[config.mk]
export PLATFORM = sky130hd
export DESIGN_NAME = hwst_core
export DESIGN_NICKNAME = d
export VERILOG_FILES = /design/src/hw/rtl/hwst_pkg.sv /design/src/hw/rtl/hwst_core.sv
export SDC_FILE = /design/constraint.sdc
export NUM_CORES = 1
export LEC_CHECK = 0
export ABC_AREA = 1
export BUFFER_PORTS_ARGS = -buffer_cell sky130_fd_sc_hd__buf_4
export CAP_MARGIN = 20
export CORE_MARGIN = 2
export CORE_UTILIZATION = 65
export CTS_CLUSTER_SIZE = 25
export DETAILED_ROUTE_END_ITERATION = 10
export HOLD_SLACK_MARGIN = 0.02
export PLACE_DENSITY = 0.91
export SLEW_MARGIN = 0
export SYNTH_ARGS = -nofsm -noshare
export SYNTH_HDL_FRONTEND = slang
export SYNTH_SLANG_ARGS = --single-unit
[constraint.sdc]
create_clock -name clk -period 7.44 [get_ports clk]
set_input_delay 0.744 -clock clk [delete_from_list [all_inputs] [get_ports clk]]
set_output_delay 0.744 -clock clk [all_outputs]
set_load 0.1 [all_outputs]
[src/hw/rtl/hwst_pkg.sv]
`timescale 1ns / 1ps
package hwst_pkg;

  localparam int SAMPLES_DEF = 6;
  localparam int NUM_CODES   = 6;
  localparam int HALL_W      = 3;
  localparam int COUNT_W     = 8;
  localparam int FLAGS_W     = 6;
  localparam int IN_DATA_W   = 8;
  localparam int OUT_DATA_W  = 8;

  localparam logic [COUNT_W-1:0] COUNT_MAX  = 8'hFF;
  localparam logic [FLAGS_W-1:0] SENSOR_ALL = 6'h07;

  typedef enum logic {
    CMD_CLEAR = 1'b0,
    CMD_EDGE  = 1'b1
  } hwst_cmd_t;

  typedef struct packed {
    hwst_cmd_t         cmd;
    logic [HALL_W-1:0] hall_code;
    logic              current_high;
    logic              motor_ccw;
  } hwst_item_t;

  typedef struct packed {
    logic               test_ready;
    logic [FLAGS_W-1:0] fault_flags;
  } hwst_result_t;

endpackage

[src/hw/rtl/hwst_core.sv]
`timescale 1ns / 1ps
module hwst_core #(
  parameter int SAMPLES = hwst_pkg::SAMPLES_DEF
) (
  input  logic                 clk,
  input  logic                 rst_n,
  input  logic                 upd,
  input  hwst_pkg::hwst_item_t item,
  output hwst_pkg::hwst_result_t res_nxt
);
  import hwst_pkg::*;

  localparam int IDX_W = (SAMPLES > 1) ? $clog2(SAMPLES) : 1;
  localparam logic [IDX_W-1:0] IDX_LAST = IDX_W'(SAMPLES - 1);

  logic [HALL_W-1:0]  samples_r   [SAMPLES];
  logic [HALL_W-1:0]  samples_nxt [SAMPLES];
  logic [COUNT_W-1:0] counts_r    [NUM_CODES];
  logic [COUNT_W-1:0] counts_nxt  [NUM_CODES];
  logic [IDX_W-1:0]   idx_r, idx_nxt;
  logic               ready_r, ready_nxt;
  logic               ccw_r, ccw_nxt;

  logic [HALL_W-1:0]    all_one, any_one, stuck;
  logic [NUM_CODES-1:0] hit;
  logic [3:0]           vote_a, vote_b, vote_c;
  logic [2:0]           wind;

  // State update for one request
  always_comb begin
    samples_nxt = samples_r;
    counts_nxt  = counts_r;
    idx_nxt     = idx_r;
    ready_nxt   = ready_r;
    ccw_nxt     = ccw_r;
    if (item.cmd == CMD_CLEAR) begin
      for (int i = 0; i < SAMPLES; i++) samples_nxt[i] = '0;
      for (int k = 0; k < NUM_CODES; k++) counts_nxt[k] = '0;
      idx_nxt   = '0;
      ready_nxt = 1'b0;
      ccw_nxt   = 1'b0;
    end else begin
      samples_nxt[idx_r] = item.hall_code;
      for (int k = 0; k < NUM_CODES; k++) begin
        // codes 0 and 7 match no counter; saturate at the top
        if (item.current_high && item.hall_code == HALL_W'(k + 1) &&
            counts_r[k] != COUNT_MAX) begin
          counts_nxt[k] = counts_r[k] + COUNT_W'(1);
        end
      end
      if (idx_r == IDX_LAST) begin
        idx_nxt   = '0;
        ready_nxt = 1'b1;
        ccw_nxt   = item.motor_ccw;
      end else begin
        idx_nxt = idx_r + IDX_W'(1);
      end
    end
  end

  always_ff @(posedge clk) begin
    if (!rst_n) begin
      for (int i = 0; i < SAMPLES; i++) samples_r[i] <= '0;
      for (int k = 0; k < NUM_CODES; k++) counts_r[k] <= '0;
      idx_r   <= '0;
      ready_r <= 1'b0;
      ccw_r   <= 1'b0;
    end else if (upd) begin
      samples_r <= samples_nxt;
      counts_r  <= counts_nxt;
      idx_r     <= idx_nxt;
      ready_r   <= ready_nxt;
      ccw_r     <= ccw_nxt;
    end
  end

  // Fault word from the updated state
  always_comb begin
    all_one = '1;
    any_one = '0;
    for (int i = 0; i < SAMPLES; i++) begin
      all_one = all_one & samples_nxt[i];
      any_one = any_one | samples_nxt[i];
    end
    stuck = all_one | ~any_one;

    for (int k = 0; k < NUM_CODES; k++) hit[k] = (counts_nxt[k] != '0);
    // each winding takes four votes; it is at fault with fewer than two hits
    vote_a = ccw_nxt ? {hit[2], hit[3], hit[0], hit[5]} : {hit[2], hit[3], hit[1], hit[4]};
    vote_b = ccw_nxt ? {hit[0], hit[5], hit[1], hit[4]} : {hit[0], hit[5], hit[2], hit[3]};
    vote_c = ccw_nxt ? {hit[1], hit[4], hit[2], hit[3]} : {hit[1], hit[4], hit[0], hit[5]};
    wind[2] = ($countones(vote_a) < 2);
    wind[1] = ($countones(vote_b) < 2);
    wind[0] = ($countones(vote_c) < 2);

    res_nxt.test_ready = ready_nxt;
    if (ready_nxt) begin
      res_nxt.fault_flags = {wind, stuck[0], stuck[1], stuck[2]};
    end else begin
      res_nxt.fault_flags = SENSOR_ALL;
    end
  end

endmodule

# Yosys cells after proc, flatten, opt, wreduce, memory -nomap -nowiden
# Cells that the tools add are included.
# Widths: inputs -> output; s select.
# totals
reg_bits	71
inputBits	9
out_inout_bits	7
word_cells	102
# classes
n_addsub	16
order_cmp	5
eq_ne	13
mux	21
bitwise_logic	13
reduce_logical	19
# ops
op	count
$add 8x1->8 const B	6
$mux 48	1
$mux 8	6
$ne 8x8->1 const B	6
$reduce_bool 8->1	6
$bwmux 18	1
$mux 18	1
$or 3x3->3	6
$and 3x3->3	5
$logic_and 1x1->1	13
$add 1x1->2	6
$eq 3x3->1 const B	4
$add 2x2->3	3
$demux 3 s3	1
$lt 3x2->1 const B	3
$mux 3	3
$eq 3x2->1 const B	2
$mux 2	3
$mux 6	1
$ge 4x4->1 const B	1
$lt 4x1->1 const B	1
$mux 1	4
$not 3->4	1
$add 3x1->3 const B	1
other kinds (2)	2

# Depth between registers and ports, before layout
# Gate-level depths: netlist (run 1).
# depth
ltp_word	15
mapped_depth	19
depth_no_buf	19

# Worst setup path before layout (run 1)
# No wires, ideal clock.
# synth_timing
path_kind	input -> output
startpoint	input port item[2] (netlist name)
endpoint	output port res_nxt[4] (netlist name)
arrival_time_ns	3.097
required_time_ns	6.696
setup_slack_ns	3.599
stages	16
n_path_buf	1
path_cell_list	buf_6 -> inv_4 -> nor2_8 -> nand2_4 -> a21oi_4 -> nand3_1 -> o21ai_1 -> nand3_1 -> nand2_1 -> nor2_2 -> and2_1 -> fa_1 -> inv_1 -> nand3_1 -> nand2_1 -> inv_1
# synth_lines
item	line	rtl
from (decl)	hwst_core.sv:8	input hwst_pkg::hwst_item_t item,
to (decl)	hwst_core.sv:9	output hwst_pkg::hwst_result_t res_nxt

==> results of run 1 <==
per-stage QoR:
stage	total power, W	cell area [um^2]	hold WS (ns)
6_report	0.0009235	5291	0.4871
5_1_grt	0.0009608	5291	0.4988
3_5_place_dp	0.0006075	5094	0.4699
3_3_place_gp	0.0005974	5094	0.4500
4_1_cts	0.0009226	5291	0.4808
2_1_floorplan	0.0005686	5007	0.4396
layout by cell type (no fill, tap or decap), types with 7 or more instances in the layout:
master / n
dfxtp_1: 71
o21ai_0: 84
nand3_2: 14
nor3_1: 14
nand2_1: 115
buf_4: 15
nor2_1: 70
nor2_4: 9
inv_1: 81
a21oi_1: 75
o21ai_1: 7
nand4_1: 10
nand2_4: 11
clkbuf_8: 11
nand3_1: 78
nor2_2: 10
nand2_2: 11
flip-flops by register name, summed over array words and instances (netlist names):
signal	flops
ccw_r	1
counts_r	48
idx_r	3
ready_r	1
samples_r	18
cell type report:
type	count	share of cell area (%)
Clock buffer	12	2.932
Clock inverter	3	0.8040
Inverter	88	6.479
Multi-Input combinational cell	562	58.38
Sequential cell	71	26.86
Tap cell	102	2.412
Timing Repair Buffer	15	2.128
critical path: cells and delay by family:
kind            cells  cell delay, ns
fa+ha+maj           1            0.56
buf+inv             5            1.32
compound gates      2            0.40
simple gates        5            0.46
worst max-delay path by stage:
| stage | end | slack, ns | startpoint |
|---|---|---|---|
| after floorplan | res_nxt[4] | 3.60 | item[2] |
| after global placement | res_nxt[3] | 3.38 | item[5] |
| after detailed placement | res_nxt[5] | 3.25 | item[5] |
| after CTS | res_nxt[5] | 3.25 | item[5] |
| after global routing | res_nxt[4] | 3.07 | item[5] |
| final | res_nxt[5] | 3.18 | item[5] |
routing by layer:
metal / track usage [%] / wire length [um] / vias to the layer above
met5: 0 / 0 / -
met4: 12.56 / 210 / 0
met3: 4.930 / 795 / 26
met2: 50.98 / 6064 / 203
met1: 38.47 / 5366 / 2329
li1: - / - / 2508
cell families after synthesis:
logic type      count (synthesis)  share of synthesized area [%]
buf+inv                       122                          9.920
compound gates                187                          20.01
xor+xnor                        3                         0.5248
flops                          71                          28.39
simple gates                  363                          38.46
fa+ha+maj                       9                          2.699
report_power, final:
group / internal, W / leakage, nW / switching, W
logic: 0.0000582 / 1.58 / 0.000122
registers: 0.000402 / 0.586 / 0.0000206
clock network: 0.000171 / 0.0985 / 0.000149
==> metrics.md, run 1 <==
| Metric | Value |
|---|---|
| Synth cell types | `44` |
| Setup WS post-layout | `3.179 ns` |
| Via density | `5.939` |
| Hold Crit Depth | `2` |
| Leakage power | `2.268 nW` |
| Setup TNS | `0 ns` |
| Final hold vios | `0` |
| Core area | `7607 um^2` |
| Synthesis-stage register bit count | `71` |
| Initial Util | `65.82%` |
| Post-cts resize count | `0` |
| Asr flop ratio synth | `0%` |
| R2R Path Start | `counts_r[8]` |
| CTS buffer count | `9` |
| IO Pins | `16` |
| Die H | `91.77 um` |
| Worst Setup End Kind | `primary output` |
| Warnings, synthesis | `0` |
| CTS tree | `done` |
| Max-Cap Viols | `0` |
| Row cnt | `32` |
| Layout Cells excl Fill | `853` |
| Vias in the first global route | `4810` |
| Die Area | `8422 um^2` |
| Nets | `765` |
| Status | `finished, final reports clean` |
| Synthesis-to-layout area growth | `5.672%` |
| # hold bufs at CTS | `0` |
| Count leader, synth | `nand2_1` |
| GPL Wtd Cong | `0.8527` |
| Drt first-iter violations | `375` |
| Syn Area/Cell | `6.632 um^2` |
| Post-synth top area share | `28.39%` |
| H-tree Lvls | `3` |
| Worst hold start | `samples_r[0]` |
| Worst slew pin tran | `1.047 ns` |
| Pre-CTS setup slack | `3.248 ns` |
| Critical Path Fanout Max | `56` |
| Synthesized area | `5007 um^2` |
| Worst-case reg-to-reg path depth | `9` |
| # DRC | `0` |
| Fraction of layout cells with a size suffix above 1 | `13.58%` |
| Maximum VDD drop | `0.1323 mV` |
| Synth top area cells | `dfxtp_1 (28%), nand2_1 (8.6%), o21ai_0 (8.4%)` |
| Antenna diode count | `0` |
| Longest Clk Path Bufs | `2` |
| Wire per inst | `14.58 um` |
| Slowest cell on crit path | `fa_1` |
| Final Util | `69.56%` |
| Placed Cells | `838` |
| Worst reg2reg endpoint | `counts_r[13]` |
| DRT Wirelength | `12440 um` |
| Clk_lat worst skew | `0.35 ns` |
| Cell mode on critical path | `inv_1` |
| Slew Viols, Final | `0` |
| Post-Route Skew | `0.008430 ns` |
| Gr ovfl total | `0` |
| Cells after Synth | `755` |
| Sequential-to-total area share from yosys stat | `28.39%` |
| Worst EP required | `6.70 ns` |
| Setup CP Type | `in2out` |
| Ys flop type | `dfxtp_1` |
| Die W | `91.77 um` |
| Synthesized Nets | `773` |
| Top post-synthesis cells by count | `nand2_1 (115), o21ai_0 (84), inv_1 (81)` |
| CP cell instances | `buf_4 -> inv_1 -> a21oi_1 -> o21ai_0 -> nand2_1 -> nor2_1 -> and2_1 -> fa_1 -> inv_1 -> nand3_1 -> nand2_1 -> inv_1 -> buf_4` |
| Hold Path Sink | `samples_r[0]` |
| Largest net degree at the start of global routing | `126` |
| Post-route ant nets | `0` |
| Startpoint Class | `primary input` |
| GRT Total Usage | `30.25%` |
| IO buf count | `15` |
| Footprint of the multi-input gates | `3089 um^2` |
| Fmax | `0.2347 GHz` |
| CTS clock-pin slew for the worst setup and hold paths | `0.07 ns` |
| Flip-flop and latch area | `1421 um^2` |
| Setup bufs post-CTS | `0` |
| # fillers | `641` |
| Power Density | `174.5 nW/um^2` |
| Reg2Reg Setup Slack | `5.59 ns` |
| Post-synth top area cell | `dfxtp_1` |
| Clock Sinks | `71` |
| Crit path DAT | `3.52 ns` |
| Hold Crit Class | `reg2reg` |
| CTS root buffer | `clkbuf_8` |
| Slew HR | `30.22%` |
| First-pass GRT wire length | `21250 um` |
| Final Setup Violations | `0` |
| Number of flops mapped to enable cells by yosys | `0` |
| Detailed placement HPWL | `8603 um` |
| Via count | `5066` |
| Crit path time final | `4.261 ns` |
| Antenna violations before repair | `0` |
| RSZ-0062 raised after global routing | `false` |
| Pre-antenna DRT Iters | `5` |
| Slowest stage delay, CP | `0.56 ns` |
| Tcrit/Tclk final | `57.27%` |
Note: power is estimated with default switching activity, not from simulation.
==> inputs of run 2 (changes only) <==
--- a/config.mk
+++ b/config.mk
@@ -9,11 +9,11 @@
 export BUFFER_PORTS_ARGS = -buffer_cell sky130_fd_sc_hd__buf_4
 export CAP_MARGIN = 20
 export CORE_MARGIN = 2
-export CORE_UTILIZATION = 65
+export CORE_UTILIZATION = 57
 export CTS_CLUSTER_SIZE = 25
 export DETAILED_ROUTE_END_ITERATION = 10
 export HOLD_SLACK_MARGIN = 0.02
-export PLACE_DENSITY = 0.91
+export PLACE_DENSITY = 0.85
 export SLEW_MARGIN = 0
 export SYNTH_ARGS = -nofsm -noshare
 export SYNTH_HDL_FRONTEND = slang
==> constraint.sdc (replaced) <==
create_clock -name clk -period 3.7 [get_ports clk]
set_input_delay 0.37 -clock clk [delete_from_list [all_inputs] [get_ports clk]]
set_output_delay 0.37 -clock clk [all_outputs]
set_load 0.1 [all_outputs]
==> run 2 against run 1 <==
Against the previous run:
- clock skew rose by 0.0019 ns
- sequential power rose by 100%
- routed wire length is 3.7% lower
- critical path type is now reg2out
==> metrics.md, run 2 (same netlist as run 1, synthesis figures left out) <==
| Metric | Value |
|---|---|
| Status | `finished, final reports clean` |
| Critical Path Fanout Max | `4` |
| CTS buffer count | `9` |
| Met2 WL | `5775 um` |
| CP startpoint | `counts_r[33]` |
| # fillers | `768` |
| H-tree Lvls | `3` |
| Pre-CTS setup slack | `0.5388 ns` |
| Wire per inst | `13.85 um` |
| Max reg flops | `48` |
| Synthesis-to-layout area growth | `8.796%` |
| Worst hold start | `item[5]` |
| Antenna violations before repair | `0` |
| Die W | `97.73 um` |
| Die H | `97.73 um` |
| Tcrit/Tclk final | `93.88%` |
| Fraction of layout cells with a size suffix above 1 | `16.25%` |
| Cell mode on critical path | `nand2_1` |
| Slowest cell on crit path | `fa_1` |
| Clock Sinks | `71` |
| Worst EP required | `3.33 ns` |
| Post-Route Skew | `0.01031 ns` |
| First-pass GRT wire length | `21120 um` |
| IO Pins | `16` |
| Commonest non-fill, non-tap cells in the layout | `nand2_1 (115), o21ai_0 (84), inv_1 (81), nand3_1 (77), a21oi_1 (75)` |
| DRT Wirelength | `11980 um` |
| Startpoint Class | `register` |
| # hold bufs at CTS | `0` |
| Via count | `4949` |
| Row cnt | `34` |
| Die Area | `9550 um^2` |
| Worst slew pin tran | `0.7654 ns` |
| Reg2Reg Setup Slack | `1.92 ns` |
| CTS root buffer | `clkbuf_8` |
| Longest Clk Path Bufs | `2` |
| # DRC | `0` |
| Fmax | `0.2879 GHz` |
| Met3 wire len | `538 um` |
| Core area | `8636 um^2` |
| Final Setup Violations | `0` |
| Crit path DAT | `3.10 ns` |
| Power after layout | `0.001922 W` |
| Worst Setup End Kind | `primary output` |
| Clk_lat worst skew | `0.35 ns` |
| Top Registers | `counts_r x48, samples_r x18, idx_r x3` |
| Nets | `770` |
| Worst-case reg-to-reg path depth | `9` |
| Leakage power | `2.314 nW` |
| Max-Cap Viols | `0` |
| Maximum VDD drop | `0.2904 mV` |
| CTS tree | `done` |
| Leading cell type in the layout, fill and taps excluded | `nand2_1` |
| Largest net degree at the start of global routing | `91` |
| Setup WS post-layout | `0.2263 ns` |
| CTS clock-pin slew for the worst setup and hold paths | `0.08 ns` |
| Initial Util | `57.98%` |
| Pre-antenna DRT Iters | `5` |
| Flip-flop and latch area | `1424 um^2` |
| Gr ovfl total | `0` |
| Vias in the first global route | `4687` |
| DRT met1 WL | `5532 um` |
| Detailed placement HPWL | `8163 um` |
| Crit path time final | `3.474 ns` |
| Final hold vios | `0` |
| Setup CP Type | `reg2out` |
| Drt first-iter violations | `250` |
| GRT Total Usage | `26.01%` |
| Top sig layer | `met4` |
| Post-route ant nets | `0` |
| CP cell instances | `ha_2 -> nand3_1 -> nor2_2 -> nand2_1 -> nand2_2 -> a21oi_1 -> o21ai_0 -> nand2_1 -> nor2_1 -> nand3_1 -> nand2_1 -> fa_1 -> inv_1 -> nand3_1 -> nand2_1 -> inv_1 -> buf_6` |
| Via density | `5.721` |
| Slowest stage delay, CP | `0.40 ns` |
| R2R Path Start | `counts_r[0]` |
| Antenna diode count | `0` |
| Top reg by flops | `counts_r` |
| Slew HR | `48.97%` |
| Power Density | `352.9 nW/um^2` |
| Worst reg2reg endpoint | `counts_r[5]` |
| Slew Viols, Final | `0` |
| Hold Crit Class | `in2reg` |
| Footprint of the multi-input gates | `3138 um^2` |
| GPL Wtd Cong | `0.8494` |
| Hold Path Sink | `counts_r[47]` |
| IO buf count | `15` |
| Hold Crit Depth | `3` |
run 2: critical path: cells and delay by family, from the launching register on:
family	cells	cell delay (ns)
AO/OA/AOI/OAI	2	0.26
adder cells (fa/ha/maj)	2	0.61
buffers and inverters	3	0.30
flip-flops	1	0.37
AND/OR/NAND/NOR	10	1.22
run 2: cell type report:
class	count	area share, %
inverters	88	6.293
clock inverters	7	1.791
clock buffers	9	2.274
repair buffers	20	3.422
multi-input cells	562	57.60
flip-flops and latches	71	26.14
well taps	108	2.480
run 2: metrics by stage:
| stage | area, um^2 | hold slack [ns] | util, % | instances | TNS (ns) |
|---|---|---|---|---|---|
| floorplan | 5007 | 0.4396 | - | 755 | 0 |
| global placement | 5116 | 0.4504 | 59.24 | 846 | 0 |
| detailed placement | 5116 | 0.4571 | 59.24 | 846 | 0 |
| CTS | 5338 | 0.4561 | 61.81 | 862 | 0 |
| global route | 5448 | 0.4703 | 63.08 | 865 | -0.3627 |
| finish | 5448 | 0.4725 | 63.08 | 865 | 0 |
run 2: per-layer routing:
layer | track usage (%) | up-vias
li1 | - | 2515
met4 | 6.731 | 0
met2 | 44.19 | 119
met1 | 34.53 | 2302
met3 | 4.317 | 13
met5 | 0 | -
run 2: where the power goes:
| group | internal (W) | switching [W] | total, W | leakage (nW) |
|---|---|---|---|---|
| clock | 0.000381 | 0.000325 | 0.000705 | 0.105 |
| sequential | 0.000809 | 0.0000399 | 0.000849 | 0.586 |
| combinational | 0.000123 | 0.000245 | 0.000368 | 1.62 |
| total | 0.00131 | 0.000610 | 0.00192 | 2.31 |
run 2: worst max-delay path by stage:
stage                             to
after floorplan           res_nxt[4]
after global placement    res_nxt[4]
after detailed placement  res_nxt[4]
after CTS                 res_nxt[4]
after global routing      res_nxt[4]
final                     res_nxt[5]
run 2: what timing repair did:
action / in CTS / in global routing
resized for setup: 0 / 21
endpoints found under the hold margin: 0 / 0
setup buffers: 0 / 3
setup endpoints to repair: 0 / 3
